$ cat src/sic_pkg.sv
// shared types and constants for the interleaving string check
// no dependencies
package sic_pkg;

   localparam int MAX_PART   = 32;
   localparam int MAX_TARGET = 64;

   localparam int PART_W = $clog2(MAX_PART + 1);
   localparam int TGT_W  = $clog2(MAX_TARGET + 1);
   localparam int PIDX_W = (MAX_PART > 1) ? $clog2(MAX_PART) : 1;
   localparam int TIDX_W = (MAX_TARGET > 1) ? $clog2(MAX_TARGET) : 1;
   localparam int ROW_W  = $clog2(MAX_PART + 1);

   localparam logic [1:0] OP_FIRST  = 2'd0;
   localparam logic [1:0] OP_SECOND = 2'd1;
   localparam logic [1:0] OP_TARGET = 2'd2;
   localparam logic [1:0] OP_EVAL   = 2'd3;

   localparam logic [1:0] ST_VALID    = 2'd0;
   localparam logic [1:0] ST_INVALID  = 2'd1;
   localparam logic [1:0] ST_OVERFLOW = 2'd2;

   typedef struct packed {
      logic [1:0] operation;
      logic [7:0] char_in;
   } req_type;

   typedef struct packed {
      logic [1:0] status;
      logic       has_mark;
      logic       source;
      logic [7:0] char_out;
      logic       last;
   } rsp_type;

   typedef struct packed {
      logic       load;
      logic       fill_init;
      logic       fill_calc;
      logic       walk_init;
      logic       walk_emit;
      logic       stat_emit;
      logic [1:0] stat_code;
      logic       clear;
   } cmd_type;

   typedef struct packed {
      logic overflow;
      logic len_ok;
      logic i_zero;
      logic j_zero;
      logic origin_ok;
      logic target_empty;
      logic walk_last;
      logic out_free;
   } stat_type;

endpackage

$ cat src/sic_ctrl.sv
// controller state machine for the interleaving string check
// depends on sic_pkg
module sic_ctrl
   import sic_pkg::*;
(
   input  logic     clock,
   input  logic     reset,
   input  logic     req_valid,
   input  req_type  req_data,
   output logic     req_stall,
   input  stat_type stat,
   output cmd_type  cmd
);

   typedef enum logic [2:0] {
      IDLE, FILL_RD, FILL_CALC, CHECK, WALK_RD, WALK_EMIT, STATUS
   } state_type;

   state_type  state_ff, state_in;
   logic [1:0] code_ff, code_in;
   logic       accept;

   assign req_stall = (state_ff != IDLE);
   assign accept    = req_valid && !req_stall;

   always_comb begin
      state_in = state_ff;
      code_in  = code_ff;
      cmd      = '0;
      case (state_ff)
         IDLE: begin
            if (accept) begin
               if (req_data.operation != OP_EVAL) begin
                  cmd.load = 1'b1;
               end else if (stat.overflow) begin
                  code_in  = ST_OVERFLOW;
                  state_in = STATUS;
               end else if (!stat.len_ok) begin
                  code_in  = ST_INVALID;
                  state_in = STATUS;
               end else begin
                  cmd.fill_init = 1'b1;
                  state_in      = FILL_RD;
               end
            end
         end
         FILL_RD: state_in = FILL_CALC;
         FILL_CALC: begin
            cmd.fill_calc = 1'b1;
            state_in = (stat.i_zero && stat.j_zero) ? CHECK : FILL_RD;
         end
         CHECK: begin
            if (!stat.origin_ok) begin
               code_in  = ST_INVALID;
               state_in = STATUS;
            end else if (stat.target_empty) begin
               code_in  = ST_VALID;
               state_in = STATUS;
            end else begin
               cmd.walk_init = 1'b1;
               state_in      = WALK_RD;
            end
         end
         WALK_RD: state_in = WALK_EMIT;
         WALK_EMIT: begin
            if (stat.out_free) begin
               cmd.walk_emit = 1'b1;
               if (stat.walk_last) begin
                  cmd.clear = 1'b1;
                  state_in  = IDLE;
               end else begin
                  state_in = WALK_RD;
               end
            end
         end
         STATUS: begin
            if (stat.out_free) begin
               cmd.stat_emit = 1'b1;
               cmd.clear     = 1'b1;
               state_in      = IDLE;
            end
         end
         default: state_in = IDLE;
      endcase
      cmd.stat_code = code_ff;
   end

   always_ff @(posedge clock) begin
      if (reset) begin
         state_ff <= IDLE;
         code_ff  <= ST_VALID;
      end else begin
         state_ff <= state_in;
         code_ff  <= code_in;
      end
   end

endmodule

$ cat src/sic_dp.sv
// datapath: string stores, reach table, fill and walk logic, result register
// depends on sic_pkg
module sic_dp
   import sic_pkg::*;
(
   input  logic     clock,
   input  logic     reset,
   input  req_type  req_data,
   input  cmd_type  cmd,
   output stat_type stat,
   output logic     rsp_valid,
   output rsp_type  rsp_data,
   input  logic     rsp_stall
);

   logic [7:0]        first_mem  [MAX_PART];
   logic [7:0]        second_mem [MAX_PART];
   logic [7:0]        target_mem [MAX_TARGET];
   logic [MAX_PART:0] reach_mem  [MAX_PART + 1];

   logic [PART_W-1:0] n1_ff, n2_ff;
   logic [TGT_W-1:0]  nt_ff;
   logic              ovf_ff;
   logic [PART_W-1:0] i_ff, j_ff;
   logic [MAX_PART:0] cur_ff, prev_ff;
   logic [7:0]        f_rd_ff, s_rd_ff, t_rd_ff;
   logic [MAX_PART:0] row_rd_ff;
   logic              rsp_valid_ff;
   rsp_type           rsp_ff;

   logic [TGT_W:0]    sum_ij;
   logic [ROW_W-1:0]  row_addr;
   logic              ok, take;
   logic [MAX_PART:0] cur_nx;
   logic              wr_first, wr_second, wr_target;

   assign sum_ij = {{(TGT_W + 1 - PART_W){1'b0}}, i_ff}
                 + {{(TGT_W + 1 - PART_W){1'b0}}, j_ff};
   // row below the current one, clamped so the address stays in range
   assign row_addr = (i_ff >= PART_W'(MAX_PART)) ? ROW_W'(MAX_PART)
                                                 : ROW_W'(i_ff + 1'b1);

   // reads run every cycle; data is valid the cycle after addresses settle
   always_ff @(posedge clock) begin
      f_rd_ff   <= first_mem[i_ff[PIDX_W-1:0]];
      s_rd_ff   <= second_mem[j_ff[PIDX_W-1:0]];
      t_rd_ff   <= target_mem[sum_ij[TIDX_W-1:0]];
      row_rd_ff <= reach_mem[row_addr];
      if (wr_first)  first_mem[n1_ff[PIDX_W-1:0]]  <= req_data.char_in;
      if (wr_second) second_mem[n2_ff[PIDX_W-1:0]] <= req_data.char_in;
      if (wr_target) target_mem[nt_ff[TIDX_W-1:0]] <= req_data.char_in;
      if (cmd.fill_calc && j_ff == '0) reach_mem[i_ff] <= cur_nx;
   end

   assign wr_first  = cmd.load && req_data.operation == OP_FIRST
                      && n1_ff < PART_W'(MAX_PART);
   assign wr_second = cmd.load && req_data.operation == OP_SECOND
                      && n2_ff < PART_W'(MAX_PART);
   assign wr_target = cmd.load && req_data.operation == OP_TARGET
                      && nt_ff < TGT_W'(MAX_TARGET);

   always_comb begin
      ok = (i_ff == n1_ff && j_ff == n2_ff)
         || (i_ff < n1_ff && f_rd_ff == t_rd_ff && prev_ff[j_ff])
         || (j_ff < n2_ff && s_rd_ff == t_rd_ff && j_ff < PART_W'(MAX_PART)
             && cur_ff[ROW_W'(j_ff + 1'b1)]);
      cur_nx = cur_ff | ((MAX_PART + 1)'(ok) << j_ff);
      take   = i_ff < n1_ff && f_rd_ff == t_rd_ff && row_rd_ff[j_ff];
   end

   always_ff @(posedge clock) begin
      if (cmd.fill_init) begin
         i_ff    <= n1_ff;
         j_ff    <= n2_ff;
         cur_ff  <= '0;
         prev_ff <= '0;
      end else if (cmd.fill_calc) begin
         if (j_ff == '0) begin
            prev_ff <= cur_nx;
            cur_ff  <= '0;
            i_ff    <= i_ff - 1'b1;
            j_ff    <= n2_ff;
         end else begin
            cur_ff <= cur_nx;
            j_ff   <= j_ff - 1'b1;
         end
      end else if (cmd.walk_init) begin
         i_ff <= '0;
         j_ff <= '0;
      end else if (cmd.walk_emit) begin
         if (take) i_ff <= i_ff + 1'b1;
         else      j_ff <= j_ff + 1'b1;
      end
   end

   always_ff @(posedge clock) begin
      if (reset || cmd.clear) begin
         n1_ff  <= '0;
         n2_ff  <= '0;
         nt_ff  <= '0;
         ovf_ff <= 1'b0;
      end else if (cmd.load) begin
         if (wr_first)       n1_ff  <= n1_ff + 1'b1;
         else if (wr_second) n2_ff  <= n2_ff + 1'b1;
         else if (wr_target) nt_ff  <= nt_ff + 1'b1;
         else                ovf_ff <= 1'b1;
      end
   end

   // result register
   always_ff @(posedge clock) begin
      if (reset) begin
         rsp_valid_ff <= 1'b0;
      end else if (cmd.walk_emit || cmd.stat_emit) begin
         rsp_valid_ff <= 1'b1;
      end else if (!rsp_stall) begin
         rsp_valid_ff <= 1'b0;
      end
      if (cmd.walk_emit) begin
         rsp_ff.status   <= ST_VALID;
         rsp_ff.has_mark <= 1'b1;
         rsp_ff.source   <= !take;
         rsp_ff.char_out <= t_rd_ff;
         rsp_ff.last     <= stat.walk_last;
      end else if (cmd.stat_emit) begin
         rsp_ff.status   <= cmd.stat_code;
         rsp_ff.has_mark <= 1'b0;
         rsp_ff.source   <= 1'b0;
         rsp_ff.char_out <= 8'd0;
         rsp_ff.last     <= 1'b1;
      end
   end

   assign rsp_valid = rsp_valid_ff;
   assign rsp_data  = rsp_ff;

   always_comb begin
      stat.overflow     = ovf_ff;
      stat.len_ok       = ({{(TGT_W + 1 - PART_W){1'b0}}, n1_ff}
                         + {{(TGT_W + 1 - PART_W){1'b0}}, n2_ff})
                         == {1'b0, nt_ff};
      stat.i_zero       = (i_ff == '0);
      stat.j_zero       = (j_ff == '0);
      stat.origin_ok    = prev_ff[0];
      stat.target_empty = (nt_ff == '0);
      stat.walk_last    = (sum_ij + 1'b1) == {1'b0, nt_ff};
      stat.out_free     = !rsp_valid_ff || !rsp_stall;
   end

endmodule

$ cat src/string_interleave_check.sv
// top level of the interleaving string check: controller plus datapath
// sequence: a load is written directly from idle; evaluate fills (n1+1)*(n2+1) table cells
// through FILL_RD and FILL_CALC, then walks the target through WALK_RD and WALK_EMIT per byte
// throughput: one load per cycle; no new transaction is taken while an evaluate runs
// reset: synchronous active high; clears counts, overflow flag, state and result valid
// depends on sic_pkg, sic_ctrl, sic_dp
module string_interleave_check
   import sic_pkg::*;
(
   input  logic    clock,
   input  logic    reset,
   input  logic    req_valid,
   input  req_type req_data,
   output logic    req_stall,
   output logic    rsp_valid,
   output rsp_type rsp_data,
   input  logic    rsp_stall
);

   // command and status between controller and datapath
   cmd_type  cmd;
   stat_type stat;

   // sequencer: loads, table fill, walk and status emission
   sic_ctrl u_ctrl (
      .clock     (clock),
      .reset     (reset),
      .req_valid (req_valid),
      .req_data  (req_data),
      .req_stall (req_stall),
      .stat      (stat),
      .cmd       (cmd)
   );

   // stores, reach table and the result register
   sic_dp u_dp (
      .clock     (clock),
      .reset     (reset),
      .req_data  (req_data),
      .cmd       (cmd),
      .stat      (stat),
      .rsp_valid (rsp_valid),
      .rsp_data  (rsp_data),
      .rsp_stall (rsp_stall)
   );

endmodule

$ cat config.mk
export PLATFORM = sky130hd
export DESIGN_NAME = string_interleave_check
export DESIGN_NICKNAME = d
export VERILOG_FILES = /design/src/sic_pkg.sv /design/src/sic_ctrl.sv /design/src/sic_dp.sv /design/src/string_interleave_check.sv
export SDC_FILE = /design/constraint.sdc
export NUM_CORES = 2
export LEC_CHECK = 0
export ABC_CLOCK_PERIOD_IN_PS = 16100
export BUFFER_PORTS_ARGS = -buffer_cell sky130_fd_sc_hd__buf_4
export CAP_MARGIN = 20
export CORE_MARGIN = 8
export CORE_UTILIZATION = 60
export CTS_CLUSTER_SIZE = 28
export DETAILED_ROUTE_END_ITERATION = 10
export HOLD_SLACK_MARGIN = 0.1
export PLACE_DENSITY = 0.87
export SLEW_MARGIN = 25
export SYNTH_ARGS = -nofsm -noshare
export SYNTH_HDL_FRONTEND = slang
export SYNTH_HIERARCHICAL = 1
export SYNTH_SLANG_ARGS = --single-unit
$ cat constraint.sdc
create_clock -name clock -period 16.1 [get_ports clock]
set_input_delay 3.22 -clock clock [delete_from_list [all_inputs] [get_ports clock]]
set_output_delay 3.22 -clock clock [all_outputs]
set_load 0.005 [all_outputs]
==> impl.org <==
** Status
- Status :: complete, no violations

** Critical path
- Worst Path Arrival :: 6.37 ns
- Nature of the critical path startpoint :: primary input
- Cell with the biggest individual delay on the critical path :: sky130_fd_sc_hd__nor2_1
- The signal on the critical path passes through buf_4 > nand2_1 > and3_1 > nor4bb_1 > buf_4 > and2_1 > nand3_1 > nor2_1.
- Together, buffers and inverters on the worst path number 2.
- Most frequent cell on the critical path :: sky130_fd_sc_hd__buf_4
- Worst setup path startpoint :: req_data[8]
- The critical path is of the in -> reg type.
- Launch instance of the worst register-to-register path :: u_dp/i_ff[0]
- Peak fanout along the critical path :: 11
- Crit. path cell count :: 8
- Across all register-to-register paths, the minimum setup slack is 10.58 ns.
- Termination of the worst setup path :: u_dp/target_mem[31][1]
- For this run, the slowest stage of the critical path takes 0.91 ns.
- Terminus of the critical flop-to-flop path :: u_dp/row_rd_ff[11]
- Type of element capturing the critical path :: register
- Critical path data required time :: 16.58 ns
- Counting cells, the worst reg-to-reg path comes to 10.
- In this design, the largest share of critical-path delay is due to simple AND/OR/NAND/NOR gates.

** Flow run
- The tool flagged a number of max-cap violations equal to 0.

** Power and ir drop
- Leakage power summed over all cells :: 31.5 nW
- Maximum ir drop on the vdd rail :: 0.148 mV
- For this design the ratio of total power to cell area is 156 nW/um2.
- The completed layout was analyzed and its total power is 15.5 mW.

** STA
- Headroom to the max-slew limit came out at 24.9%.
- The worst path needs 5.89 ns of the cycle, external delays included.
- Count of final hold-check violations :: 0
- Crit path setup slack, layout :: 10.21 ns
- After layout, the worst path uses 36.6% of the clock period.
- Between clock sinks in the finished design, the worst skew comes to 0.0354 ns.
- For this run, the top clock speed supported by timing is 0.170 GHz.
- Unrepaired setup endpoints after global routing :: no
- Setup violations remaining at the end of the flow were counted as 0.
- Setup TNS :: 0 ns
- The max-slew violation count was 0.
- Slew at the pin with the worst max-slew slack :: 1.13 ns

** Clock tree
- Clock tree synthesis inserted a total of 201 buffers.
- Clock Root Buffer :: sky130_fd_sc_hd__clkbuf_16
- TritonCTS built the clock tree.
- The clock net in this run drives a total of 2,287 sinks.
- Post-CTS timing repair inserted 0 buffers for setup.
- Post-CTS repair changed the size of 0 cells.
- After clock tree synthesis, the flow added hold-fix buffers numbering 0.
- Insertion delay to the later sink of the worst-skew pair :: 0.85 ns
- Reg clk slew, reported paths :: 0.06 ns
- The longest clock path from root to sink contains 3 buffers.
- The H-tree generated during clock tree synthesis spans 4 levels.

** Yosys
- The synthesized netlist devotes 7.23% of its cell area to compound gates.
- Cells after synthesis :: 5,581
- In the synthesized netlist, mux cells make up 8.24% of the area.
- Summing the areas of all xor and xnor instances in the mapped netlist gives 0.628% of the synthesized area.
- Synthesis produced a netlist with a net count of 5,638.
- Post-synthesis adder-cell area fraction :: 0.610%
- After Yosys synthesis, and, or, nand and nor cells account for 7.30% of the synthesized area.
- After synthesis, the share of flip-flops with an asynchronous set or reset is 0%.
- Mean instance size in the synthesized netlist :: 16.2 um2
- Post-synth EDFFs :: 2,135
- Synthesis instantiated 90 different standard cells from the library.
- In this run the cell area of the synthesized design comes to 90,700 um2.
- Sequential element share of the synthesized area :: 74.0%
- After synthesis the netlist holds a flip-flop and latch count of 2,287.
- After synthesis, the largest family of logic cells by area is multiplexers.
- Total of warnings raised by yosys :: 6
- Top_reg_cell synth :: sky130_fd_sc_hd__edfxtp_1

** Floorplan
- Number of placed I/O pins :: 29
- Starting density of the core :: 60.5%
- The die is 405 um tall.
- The die is 405 um wide.
- The floorplan step defined a core boundary enclosing 150,000 um2.
- After floorplanning, the core was divided into 142 placement rows.
- Die outline area :: 164,000 um2

** Finish
- The count of cells in the finished layout, fillers not included, comes to 7,731.
- Final cell area excluding filler cells :: 99,700 um2
- Filler instances :: 8,712
- Proportion of layout cells with a drive suffix above 1 :: 14.2%
- In the final layout, flip-flops and latches occupy 67,200 um2.
- Multi-input gate area in the final layout :: 22,200 um2
- Signed area change from the synthesized netlist to the final layout :: 9.95%
- Number of nets in the layout :: 5,586

** Routing
- # DRC :: 0
- Using the TritonRoute via totals, the vias-per-cell ratio works out to 7.33.
- Final routed wire length divided by cell count :: 33.5 um
- Total detailed-routing wirelength :: 259,000 um
- Pre-antenna DRT Iters :: 10
- Number of DRC markers in iteration 0 :: 10,100
- For this block, the via count after detailed routing is 56,700.
- Once detail routing completed, the nets flagged for antenna violations numbered 0.

** Place
- At the end of routability-driven placement, the weighted congestion stood at 0.910.
- DP Wirelength :: 131,000 um
- OpenSTA, run right after detailed placement, puts the worst setup slack at 9.77 ns.
- In this run the tool buffered the top-level ports with 28 buffer cells.
- Placement Cell Area :: 93,000 um2
- Total placed cells including tap cells :: 7,340

** Global route
- Antenna violations before repair :: 9
- Vias in the first global route :: 55,400
- Maximum number of pins on one net before global-route repair :: 181
- First-pass GRT wire length :: 373,000 um
- Total track usage :: 30.9%
- GRT overflow :: 0

** Hold path
- In this run the worst hold path is classified as reg -> reg.
-- per-stage QoR --
step	util (%)	hold slack (ns)
2_1_floorplan	-	0.433
3_3_place_gp	62.0	0.439
3_5_place_dp	62.0	0.447
4_1_cts	66.4	0.456
5_1_grt	66.5	0.481
6_report	66.5	0.458
-- state kept, by name, indices dropped and copies added, names as in the netlist, 7 cells and up --
name,flops
u_dp/row_rd_ff,33
u_dp/s_rd_ff,8
u_dp/second_mem,256
u_dp/first_mem,256
u_dp/cur_ff,33
u_dp/reach_mem,1089
u_dp/f_rd_ff,8
u_dp/t_rd_ff,8
u_dp/rsp_data,13
u_dp/nt_ff,7
u_dp/target_mem,512
u_dp/prev_ff,33
-- logic make-up after synthesis --
kind of cell               count (synthesis)
buffers and inverters                    422
xor gates and xnor gates                  65
DFF                                     2287
adders and majority gates                 43
AOI/OAI and AO/OA                        853
and+or+nand+nor                         1504
muxes                                    407
-- layout make-up --
cell class | instances | area share (%)
timing repair buffer | 131 | 1.09
tap | 2016 | 2.53
sequential | 2287 | 67.3
clock buffer | 266 | 5.51
clock inverter | 115 | 1.13
antenna | 8 | 0.0201
multi-input combinational | 2872 | 22.2
inverter | 36 | 0.136
-- synth_stat cells (all sizes together), types with 4 or more instances --
library cell	count	area, um2
dfxtp	152	3040
o31ai	4	30.0
nand3	272	1370
o211ai	12	90.1
nand2	760	2850
o32a	33	330
a211o	4	35.0
buf	118	627
mux2i	133	1330
nor4	9	68.8
o32ai	100	895
xnor2	45	394
and2	16	100
nor3b	4	30.0
nand4	26	178
a32o	4	40.0
edfxtp	2135	64100
inv	35	131
a31o	18	158
a211oi	144	1080
a31oi	79	509
nor2b	18	115
and3	54	338
a221o	35	350
a221oi	23	201
clkbuf	268	1010
nand2b	11	68.8
xor2	20	175
nand3b	9	67.6
a21oi	114	574
a21o	25	188
nor3	34	186
nor4b	6	58.8
a21bo	6	60.1
ha	41	513
nand4b	4	35.0
a22oi	57	428
nor2	259	975
mux4	271	6100
or2	5	31.3
o21ai	40	200
a22o	32	280
a311oi	100	893
a222oi	4	40.0
-- tightest hold or removal path: stages, from the launching register on --
cell	delay, ns
sky130_fd_sc_hd__dfxtp_1	0.31
sky130_fd_sc_hd__nand2_1	0.05
sky130_fd_sc_hd__a21oi_1	0.05
-- routing by layer --
layer	wire length [um]	vias to the layer above	share of wire, %	global-route usage [%]
met5	12	-	0.0046	0
met4	23000	2	8.9	21.3
met3	35500	1428	14	8.13
met2	121000	5836	47	49.1
met1	79300	27400	31	37.3
li1	-	22000	-	-
-- how the worst min path moves through the flow --
| stage | from | to | slack [ns] | cells after the start |
|---|---|---|---|---|
| 2_1_floorplan | u_dp/prev_ff[10] | u_dp/prev_ff[10] | 0.43 | 2 |
| 3_3_place_gp | u_dp/prev_ff[4] | u_dp/prev_ff[4] | 0.44 | 2 |
| 3_5_place_dp | u_dp/prev_ff[6] | u_dp/prev_ff[6] | 0.45 | 2 |
| 4_1_cts | u_dp/prev_ff[24] | u_dp/prev_ff[24] | 0.46 | 2 |
| 5_1_grt | u_dp/prev_ff[19] | u_dp/prev_ff[19] | 0.48 | 2 |
| 6_report | u_dp/prev_ff[24] | u_dp/prev_ff[24] | 0.46 | 2 |
-- power by group --
| group | leakage (nW) | internal, mW | switching [mW] |
|---|---|---|---|
| Clock | 3.21 | 2.67 | 2.21 |
| Sequential | 19.8 | 6.57 | 0.135 |
| Combinational | 8.51 | 1.44 | 2.50 |
| Total | 31.5 | 10.7 | 4.85 |
-- cells in the final DEF (no fill, tap or decap), drive strengths merged, types with 45 or more instances in the layout --
cell and count:
a211oi 144, a21oi 114, a22oi 57, a311oi 100, a31oi 79, and3 54, buf 131, clkbuf 266
clkinv 79, dfxtp 152, edfxtp 2135, mux2i 133, mux4 271, nand2 760, nand3 272, nor2 259
o32ai 100, xnor2 45
(Power assumes the default switching activity.)
